**src/rtl/fcdt_pkg.sv**
```systemverilog
// Shared types for the frame call depth tracker.
// Item structs for the request and result sides; no dependencies.
`timescale 1ns / 1ps

package fcdt_pkg;

  // Fixed field widths of one item on each side
  localparam int unsigned FrameFieldW = 32;
  localparam int unsigned LevelFieldW = 8;

  // One intercepted call
  typedef struct packed {
    logic [FrameFieldW-1:0] caller_frame;
    logic [FrameFieldW-1:0] callee_frame;
  } fcdt_req_t;

  // One depth result
  typedef struct packed {
    logic [LevelFieldW-1:0] depth_level;
    logic                   depth_overflow;
  } fcdt_res_t;

endpackage

```
**src/rtl/fcdt_search_ctrl.sv**
```systemverilog
// Search sequencer: walks the frame store from the top entry downwards.
// Depends on fcdt_pkg for the item structs; drives the frame store ports.
`timescale 1ns / 1ps

module fcdt_search_ctrl
  import fcdt_pkg::*;
#(
  parameter int unsigned STACK_DEPTH = 256,
  parameter int unsigned FRAME_BITS  = 32,
  localparam int unsigned IdxW = $clog2(STACK_DEPTH)
) (
  input  logic                  clk_i,
  input  logic                  rst_ni,
  input  logic                  start_i,
  input  fcdt_req_t             req_i,
  output logic                  busy_o,
  output logic                  res_valid_o,
  output fcdt_res_t             res_o,
  output logic                  mem_we_o,
  output logic [IdxW-1:0]       mem_waddr_o,
  output logic [FRAME_BITS-1:0] mem_wdata_o,
  output logic                  mem_re_o,
  output logic [IdxW-1:0]       mem_raddr_o,
  input  logic [FRAME_BITS-1:0] mem_rdata_i
);

  localparam logic [IdxW-1:0] LastIdx = IdxW'(STACK_DEPTH - 1);

  typedef enum logic [1:0] {
    ST_IDLE   = 2'b01,
    ST_SEARCH = 2'b10
  } fcdt_state_e;

  fcdt_state_e           state_q, state_d;
  logic [IdxW-1:0]       top_q, top_d;
  logic                  empty_q, empty_d;
  logic [IdxW-1:0]       cmp_idx_q, cmp_idx_d;
  logic [FRAME_BITS-1:0] caller_q, caller_d;
  logic [FRAME_BITS-1:0] callee_q, callee_d;
  logic [IdxW-1:0]       level;
  logic                  overflow;
  logic                  finish;
  logic                  hit;

  assign hit = (mem_rdata_i == caller_q);

  // Sequence one item: issue a read per cycle, compare the entry read last cycle
  always_comb begin
    state_d     = state_q;
    top_d       = top_q;
    empty_d     = empty_q;
    cmp_idx_d   = cmp_idx_q;
    caller_d    = caller_q;
    callee_d    = callee_q;
    level       = '0;
    overflow    = 1'b0;
    finish      = 1'b0;
    mem_we_o    = 1'b0;
    mem_wdata_o = callee_q;
    mem_re_o    = 1'b0;
    mem_raddr_o = cmp_idx_q;

    unique case (state_q)
      ST_IDLE: begin
        if (start_i) begin
          caller_d = FRAME_BITS'(req_i.caller_frame);
          callee_d = FRAME_BITS'(req_i.callee_frame);
          if (empty_q) begin
            // Empty stack: no search, place the frame at level zero
            finish      = 1'b1;
            mem_wdata_o = FRAME_BITS'(req_i.callee_frame);
          end else begin
            mem_re_o    = 1'b1;
            mem_raddr_o = top_q;
            cmp_idx_d   = top_q;
            state_d     = ST_SEARCH;
          end
        end
      end
      ST_SEARCH: begin
        if (hit) begin
          finish = 1'b1;
          if (cmp_idx_q == LastIdx) begin
            // Saturate at the deepest entry
            level    = LastIdx;
            overflow = 1'b1;
          end else begin
            level = cmp_idx_q + 1'b1;
          end
        end else if (cmp_idx_q == '0) begin
          // Nothing matched: outermost level
          finish = 1'b1;
        end else begin
          mem_re_o    = 1'b1;
          mem_raddr_o = cmp_idx_q - 1'b1;
          cmp_idx_d   = cmp_idx_q - 1'b1;
        end
      end
      default: begin
        state_d = ST_IDLE;
      end
    endcase

    // Commit: write the callee frame, move the top, drop back to idle
    if (finish) begin
      mem_we_o = 1'b1;
      top_d    = level;
      empty_d  = 1'b0;
      state_d  = ST_IDLE;
    end
  end

  assign mem_waddr_o          = level;
  assign busy_o               = (state_q != ST_IDLE);
  assign res_valid_o          = finish;
  assign res_o.depth_level    = LevelFieldW'(level);
  assign res_o.depth_overflow = overflow;

  always_ff @(posedge clk_i or negedge rst_ni) begin
    if (!rst_ni) begin
      state_q <= ST_IDLE;
      top_q   <= '0;
      empty_q <= 1'b1;
    end else begin
      state_q <= state_d;
      top_q   <= top_d;
      empty_q <= empty_d;
    end
  end

  // Item payload and search pointer carry no reset
  always_ff @(posedge clk_i) begin
    cmp_idx_q <= cmp_idx_d;
    caller_q  <= caller_d;
    callee_q  <= callee_d;
  end

endmodule

```
**config.mk**
```make
export PLATFORM = sky130hd
export DESIGN_NAME = fcdt_search_ctrl
export DESIGN_NICKNAME = d
export VERILOG_FILES = /design/src/rtl/fcdt_pkg.sv /design/src/rtl/fcdt_search_ctrl.sv
export SDC_FILE = /design/constraint.sdc
export NUM_CORES = 1
export LEC_CHECK = 0
export BUFFER_PORTS_ARGS = -buffer_cell sky130_fd_sc_hd__buf_2
export CAP_MARGIN = 20
export CORE_MARGIN = 5
export CORE_UTILIZATION = 43
export DETAILED_ROUTE_END_ITERATION = 12
export PLACE_DENSITY = 0.81
export SLEW_MARGIN = 20
export SYNTH_ARGS = -nofsm -noshare
export SYNTH_HDL_FRONTEND = slang
export SYNTH_SLANG_ARGS = --single-unit
```
**constraint.sdc**
```tcl
create_clock -name clk_i -period 7.8 [get_ports clk_i]
set_clock_uncertainty 0.2 [all_clocks]
set_input_delay 0.39 -clock clk_i [delete_from_list [all_inputs] [get_ports clk_i]]
set_output_delay 0.39 -clock clk_i [all_outputs]
set_load 0.01 [all_outputs]
```
==> results.json, run 1 <==
{
  "grt_pass1_vias": 3398,
  "async_flop_share_pct": 13.25,
  "setup_ws_ns": 4.086,
  "worstPathRequired_ns": 7.21,
  "cp-start-kind": "flip-flop",
  "seq_area_frac_synth_pct": 58.72,
  "ios": 160,
  "clk_pin_slew_worst_paths_ns": 0.09,
  "yosysTopAreaCellShare_pct": 47.82,
  "first_iter_violations": 113,
  "antenna_found_initial": 0,
  "fillers": 724,
  "die_w_um": 106.7,
  "drive_gt1_share_pct": 44.85,
  "place_hpwl_um": 7135,
  "placed_area_um2": 4841,
  "die-area_um2": 11380,
  "cts-resized-gates": 0,
  "core_area_um2": 9196,
  "min_period_ns": 3.714,
  "yosysWarnings": 0,
  "fin_crit_sh_pct": 47.61,
  "worstHoldPathType": "primary input to flip-flop",
  "ant_nets": 0,
  "path_class": "flip-flop to output port",
  "outcome": "finished clean",
  "dp_cells": 551,
  "crit_chain": "ha_1, and2_2, buf_4, nor2b_1, and2_1, o21ba_2, nor2_1, a221oi_1, buf_2",
  "synth_edf_count": 64,
  "cap_viol_max_count": 0,
  "crit_path_start": "state_q[0]$_DFFE_PN1P_",
  "vdd_drop_max_mv": 0.1134,
  "yosysTopAreaCell": "edfxtp_1",
  "rsz0062_at_grt": "no",
  "num_rows": 35,
  "p_leak_nw": 2.299,
  "arrival_ns": 3.12,
  "crit_path_top_delay_cell": "buf_4",
  "synth-main-ff-cell": "edfxtp_1",
  "routed_wl_um": 10070,
  "hold_start": "req_i[1]",
  "synth_seq_cells": 83,
  "cpPeakStageDelay_ns": 0.63,
  "clockBufferDepth": 2,
  "final_area_um2": 5463,
  "synthCells": 301,
  "max_slew_margin_pct": 43.62,
  "clkSinkCount": 83,
  "post_cts_buffers": 0,
  "viasPerCell": 5.185,
  "critPathTopFamily": "buffers and inverters",
  "pre_cts_ws_ns": 4.418,
  "cts_buffers": 9,
  "tightest_slew_ns": 0.8457,
  "cp_num_buf_inv": 2,
  "fin_cells": 606,
  "dr.pass1.iters": 5,
  "htree_levels": 3,
  "syn_area_um2": 4019,
  "gp_routability_congestion": 0.8728,
  "syn-mean-instance-area_um2": 13.35,
  "cts_tree": "yes",
  "die_y_um": 106.7,
  "start_util_pct": 43.70,
  "post-route-util_pct": 59.40,
  "finalSetupViolCount": 0,
  "io_buffers": 159,
  "synthToLayoutAreaGrowth_pct": 35.93,
  "post_drt_wl_per_cell_um": 16.62,
  "antenna_cells": 0,
  "num_vias": 3142,
  "cellPowerDensity_nw_per_um2": 278.3,
  "worstSkewPairLatency_ns": 0.35,
  "grt_usage_pct": 18.06,
  "tns_ns": 0,
  "overflow": 0,
  "endpoint_kind": "output port",
  "slew_viol_final": 0,
  "nNetsFinal": 594,
  "rr_startpoint": "state_q[0]$_DFFE_PN1P_",
  "finalHoldViolations": 0,
  "synth_cell_types": 46,
  "crit_path_max_fanout": 68,
  "syn_nets": 405,
  "drc": 0,
  "root_buffer": "clkbuf_8",
  "grt_first_pass_wirelength_um": 16280,
  "ys_top_cells_by_area": "edfxtp_1 (48%), mux2_2 (9.5%), xnor2_1 (7.8%), dfrtp_1 (5.6%), dfxtp_1 (4.0%)",
  "max_freq_mhz": 269.3,
  "grt_max_degree": 69
}
-- cells in the mapped netlist, types with 5 or more instances --
master	instances
edfxtp_1	64
xnor2_1	36
mux2_2	34
nor2_1	15
buf_4	10
clkbuf_1	10
nand2_1	10
a21oi_1	9
dfrtp_1	9
nand4_1	9
dfxtp_1	8
inv_1	8
nand3_1	7
mux2_1	6
ha_1	5
o21ai_0	5
-- where the power goes --
part / internal (W) / leakage, nW / switching, W / total [W]
clock: 0.000187 / 0.114 / 0.000174 / 0.000360
sequential: 0.000590 / 0.811 / 0.0000589 / 0.000649
combinational: 0.000214 / 1.37 / 0.000297 / 0.000511
-- path summary, 6_finish.rpt --
path / end / slack, ns / depth (start not counted)
worst max-delay path: mem_raddr_o[3] / 4.09 / 9
worst min-delay path: callee_q[1]$_DFFE_PP_ / 0.03 / 1
worst max register to register: top_q[0]$_DFFE_PN0P_ / 4.62 / 6
worst min register to register: top_q[7]$_DFFE_PN0P_ / 0.31 / 1
max in group asynchronous: state_q[0]$_DFFE_PN1P_ / 6.89 / 2
min in group asynchronous: top_q[5]$_DFFE_PN0P_ / 0.24 / 2
-- metal layers --
| metal | vias up | wire (µm) | GRT usage (%) | part of all wire (%) |
|---|---|---|---|---|
| met5 | - | 0 | 0 | 0 |
| met2 | 171 | 5032 | 30.85 | 50 |
| met1 | 1467 | 3853 | 20.72 | 38 |
| met4 | 0 | 274 | 9.406 | 2.7 |
| li1 | 1482 | - | - | - |
| met3 | 22 | 912 | 4.816 | 9.1 |
-- worst register-to-register path, cell delays in order, from the launching register on --
cell,delay [ns]
dfstp_2,0.56
ha_1,0.19
and2_2,0.14
buf_4,0.63
nand2_1,0.25
a311oi_4,0.70
mux2_2,0.41
-- layout make-up --
type | instances | area [µm²] | share of cell area (%)
Timing Repair Buffer | 200 | 1201 | 21.99
Inverter | 8 | 30.03 | 0.5497
Clock inverter | 7 | 107.6 | 1.970
Multi-Input combinational cell | 188 | 1501 | 27.49
Tap cell | 111 | 138.9 | 2.542
Sequential cell | 83 | 2360 | 43.20
Clock buffer | 9 | 123.9 | 2.268
-- cells by family after synthesis --
logic type	share of synthesized area, %
DFF	58.72
adders and majority gates	1.557
muxes	11.21
AOI/OAI and AO/OA	7.005
buffers and inverters	3.954
xor gates and xnor gates	7.846
and+or+nand+nor	9.713
-- registers in the layout (all words and copies together), names as in the netlist --
| name | cells |
|---|---|
| callee_q | 32 |
| caller_q | 32 |
| cmp_idx_q | 8 |
| top_q | 8 |
| state_q | 2 |
| empty_q | 1 |
-- timing repair --
| item | CTS | global route |
|---|---|---|
| hold endpoints to repair | 48 | 1 |
| setup endpoints to repair | 0 | 0 |
| hold buffers | 38 | 1 |
-- placed cells by master, fill, tap and decap left out, types with 2 or more instances in the layout --
cell type and n:
and3_1 3, o211ai_1 3, xnor2_1 36, a22oi_1 3, a21oi_1 9, dfrtp_1 9
a211oi_1 3, inv_1 8, inv_8 2, nor4_1 2, buf_2 159, a31oi_1 2
nand2_1 10, a32oi_1 2, nor3_1 4, nand2b_1 4, mux2_2 34, nor3b_1 2
nor2b_1 2, clkbuf_8 9, dlygate4sd3_1 39, ha_1 5, o221ai_1 2, mux2_1 6
buf_4 2, nand4_1 9, nor4_4 2, edfxtp_1 64, nand3_1 7, or2_2 2
dfxtp_1 8, nor2_1 15, bufinv_16 2, dfstp_2 2, o21ai_0 5, and2_1 3
-- stage by stage --
step	hold slack, ns	total power (W)
finish	0.02762	0.001520
global route	0.001189	0.001611
global placement	0.06258	0.001132
detailed placement	0.07707	0.001146
floorplan	-0.1056	0.0009883
CTS	0.0002498	0.001529
Power figures use the tool's default switching activity.
==> run 2: changes to the inputs <==
--- a/config.mk
+++ b/config.mk
@@ -10,7 +10,7 @@
 export CORE_MARGIN = 5
 export CORE_UTILIZATION = 43
 export DETAILED_ROUTE_END_ITERATION = 12
-export PLACE_DENSITY = 0.81
+export PLACE_DENSITY = 0.84
 export SLEW_MARGIN = 20
 export SYNTH_ARGS = -nofsm -noshare
 export SYNTH_HDL_FRONTEND = slang
==> constraint.sdc (replaced) <==
create_clock -name clk_i -period 3.2 [get_ports clk_i]
set_clock_uncertainty 0.2 [all_clocks]
set_input_delay 0.16 -clock clk_i [delete_from_list [all_inputs] [get_ports clk_i]]
set_output_delay 0.16 -clock clk_i [all_outputs]
set_load 0.01 [all_outputs]
==> run 2 against run 1 <==
Compared with the run above:
- setup slack worse by 3.8 ns
- worst hold slack improved by 0.071 ns
- global-route usage is 1.5 points higher
- critical path type unchanged
- highest routed layer unchanged
==> results.json, run 2 (same netlist as run 1, synthesis figures left out) <==
{
  "antenna_found_initial": 1,
  "top_regs": "callee_q x32, caller_q x32",
  "grt_first_pass_wirelength_um": 17340,
  "rr_startpoint": "caller_q[27]$_DFFE_PP_",
  "nNetsFinal": 625,
  "crit_path_top_delay_cell": "a311oi_4",
  "cp.depth": 6,
  "fillers": 711,
  "dr.pass1.iters": 4,
  "min_period_ns": 2.928,
  "total_power_w": 0.003699,
  "outcome": "finished clean",
  "grt_max_degree": 41,
  "viasPerCell": 5.106,
  "die_w_um": 106.7,
  "htree_levels": 3,
  "tightest_slew_ns": 0.6588,
  "p_leak_nw": 2.428,
  "worstSkewPairLatency_ns": 0.37,
  "worstPathRequired_ns": 2.84,
  "swShare_pct": 35.90,
  "num_rows": 35,
  "clockBufferDepth": 2,
  "finalSetupViolCount": 0,
  "clkSinkCount": 83,
  "io_buffers": 159,
  "ant_nets": 0,
  "post_drt_wl_per_cell_um": 17.25,
  "cts_buffers": 9,
  "ff_latch_area_um2": 2360,
  "grt_pass1_vias": 3466,
  "post-route-util_pct": 62.60,
  "start_util_pct": 43.70,
  "drc": 0,
  "layout_common_cells": "buf_2 (159), dlygate4sd3_1 (66), edfxtp_1 (64), xnor2_1 (36), mux2_2 (34)",
  "routed_wl_um": 11020,
  "pwr-share-comb_pct": 34.8,
  "finalHoldViolations": 0,
  "seqPwrFrac_pct": 42.8,
  "arrival_ns": 2.57,
  "root_buffer": "clkbuf_8",
  "cellPowerDensity_nw_per_um2": 642.6,
  "cts_tree": "yes",
  "cp_num_buf_inv": 1,
  "max_slew_margin_pct": 56.08,
  "drive_gt1_share_pct": 43.16,
  "timing.hold.ws_ns": 0.09867,
  "r2r_cells": 6,
  "multiInputGateArea_um2": 1508,
  "path_class": "flip-flop to output port",
  "p_clk_share_pct": 22.3,
  "die-area_um2": 11380,
  "cap_viol_max_count": 0,
  "ios": 160,
  "clk_pin_slew_worst_paths_ns": 0.09,
  "gp_routability_congestion": 0.8483,
  "crit_path_max_fanout": 11,
  "core_area_um2": 9196,
  "grt_usage_pct": 19.55,
  "cp-start-kind": "flip-flop",
  "synthToLayoutAreaGrowth_pct": 43.24,
  "endpoint_kind": "output port",
  "tns_ns": 0,
  "r2r_slack_ns": 0.53,
  "placed_area_um2": 4863,
  "slew_viol_final": 0,
  "place_hpwl_um": 7154,
  "max_freq_mhz": 341.5,
  "crit_chain": "xnor2_1, nand4_1, nor4_4, nand2_2, a311oi_4, buf_2",
  "die_y_um": 106.7,
  "mostFrequentLayoutCell": "buf_2",
  "critPathTopFamily": "simple AND/OR/NAND/NOR gates",
  "fin_crit_sh_pct": 91.50,
  "power_switching_w": 0.001328,
  "rsz0062_at_grt": "no",
  "timing.rr.end": "top_q[1]$_DFFE_PN0P_",
  "final_area_um2": 5757,
  "overflow": 0,
  "vdd_drop_max_mv": 0.3407,
  "cpPeakStageDelay_ns": 0.59,
  "p_int_w": 0.002371,
  "num_vias": 3263,
  "first_iter_violations": 81,
  "worstHoldPathType": "primary input to asynchronous set/reset pin"
}
-- run 2: layout make-up --
cell class	count	share of cell area [%]
inverters	8	0.5216
clock inverters	7	1.565
flip-flops and latches	83	40.99
diodes	2	0.08694
repair buffers	231	26.08
clock buffers	9	2.152
multi-input cells	188	26.19
well taps	111	2.413
-- run 2: power by group through the flow --
stage | clock network (W) | registers [W] | logic (W)
2_1_floorplan | 0 | 0.00153 | 0.000868
3_3_place_gp | 0 | 0.00159 | 0.00117
3_5_place_dp | 0 | 0.00160 | 0.00121
4_1_cts | 0.000840 | 0.00158 | 0.00127
5_1_grt | 0.000894 | 0.00161 | 0.00141
6_report | 0.000826 | 0.00158 | 0.00129
-- run 2: worst max-delay path by stage --
stage	from	to	slack [ns]
floorplan	state_q[0]$_DFFE_PN1P_	top_q[2]$_DFFE_PN0P_	0.30
global placement	caller_q[30]$_DFFE_PP_	top_q[0]$_DFFE_PN0P_	0.58
detailed placement	caller_q[27]$_DFFE_PP_	top_q[1]$_DFFE_PN0P_	0.45
CTS	caller_q[27]$_DFFE_PP_	mem_raddr_o[3]	0.13
global route	caller_q[9]$_DFFE_PP_	mem_raddr_o[3]	0.04
finish	caller_q[27]$_DFFE_PP_	res_valid_o	0.27
-- run 2: worst reg2reg max path: stages, from the launching register on --
cell and delay [ns]:
edfxtp_1 0.42, xnor2_1 0.19, nand4_1 0.16, nor4_4 0.40, nand2_2 0.20, a311oi_4 0.59, mux2_2 0.41
-- run 2: per-stage QoR --
stage          instances  worst slack, ns
6_report             639           0.2720
5_1_grt              638          0.03615
4_1_cts              636           0.1282
3_5_place_dp         554           0.4481
3_3_place_gp         554           0.5792
2_1_floorplan        301           0.3003
-- run 2: timing repair --
| action | 4_1_cts | 5_1_grt |
|---|---|---|
| setup buffers | 0 | 1 |
| gates resized for setup | 0 | 1 |
| hold buffers | 66 | 0 |
| endpoints found under the setup margin | 0 | 3 |
| endpoints found under the hold margin | 75 | 0 |
-- run 2: routing by layer --
metal / part of all wire [%] / wire, µm / GRT usage [%]
met5: 0 / 0 / 0
met4: 2.4 / 267 / 7.215
met3: 7.0 / 772 / 5.960
met2: 52 / 5708 / 33.95
met1: 39 / 4271 / 22.75
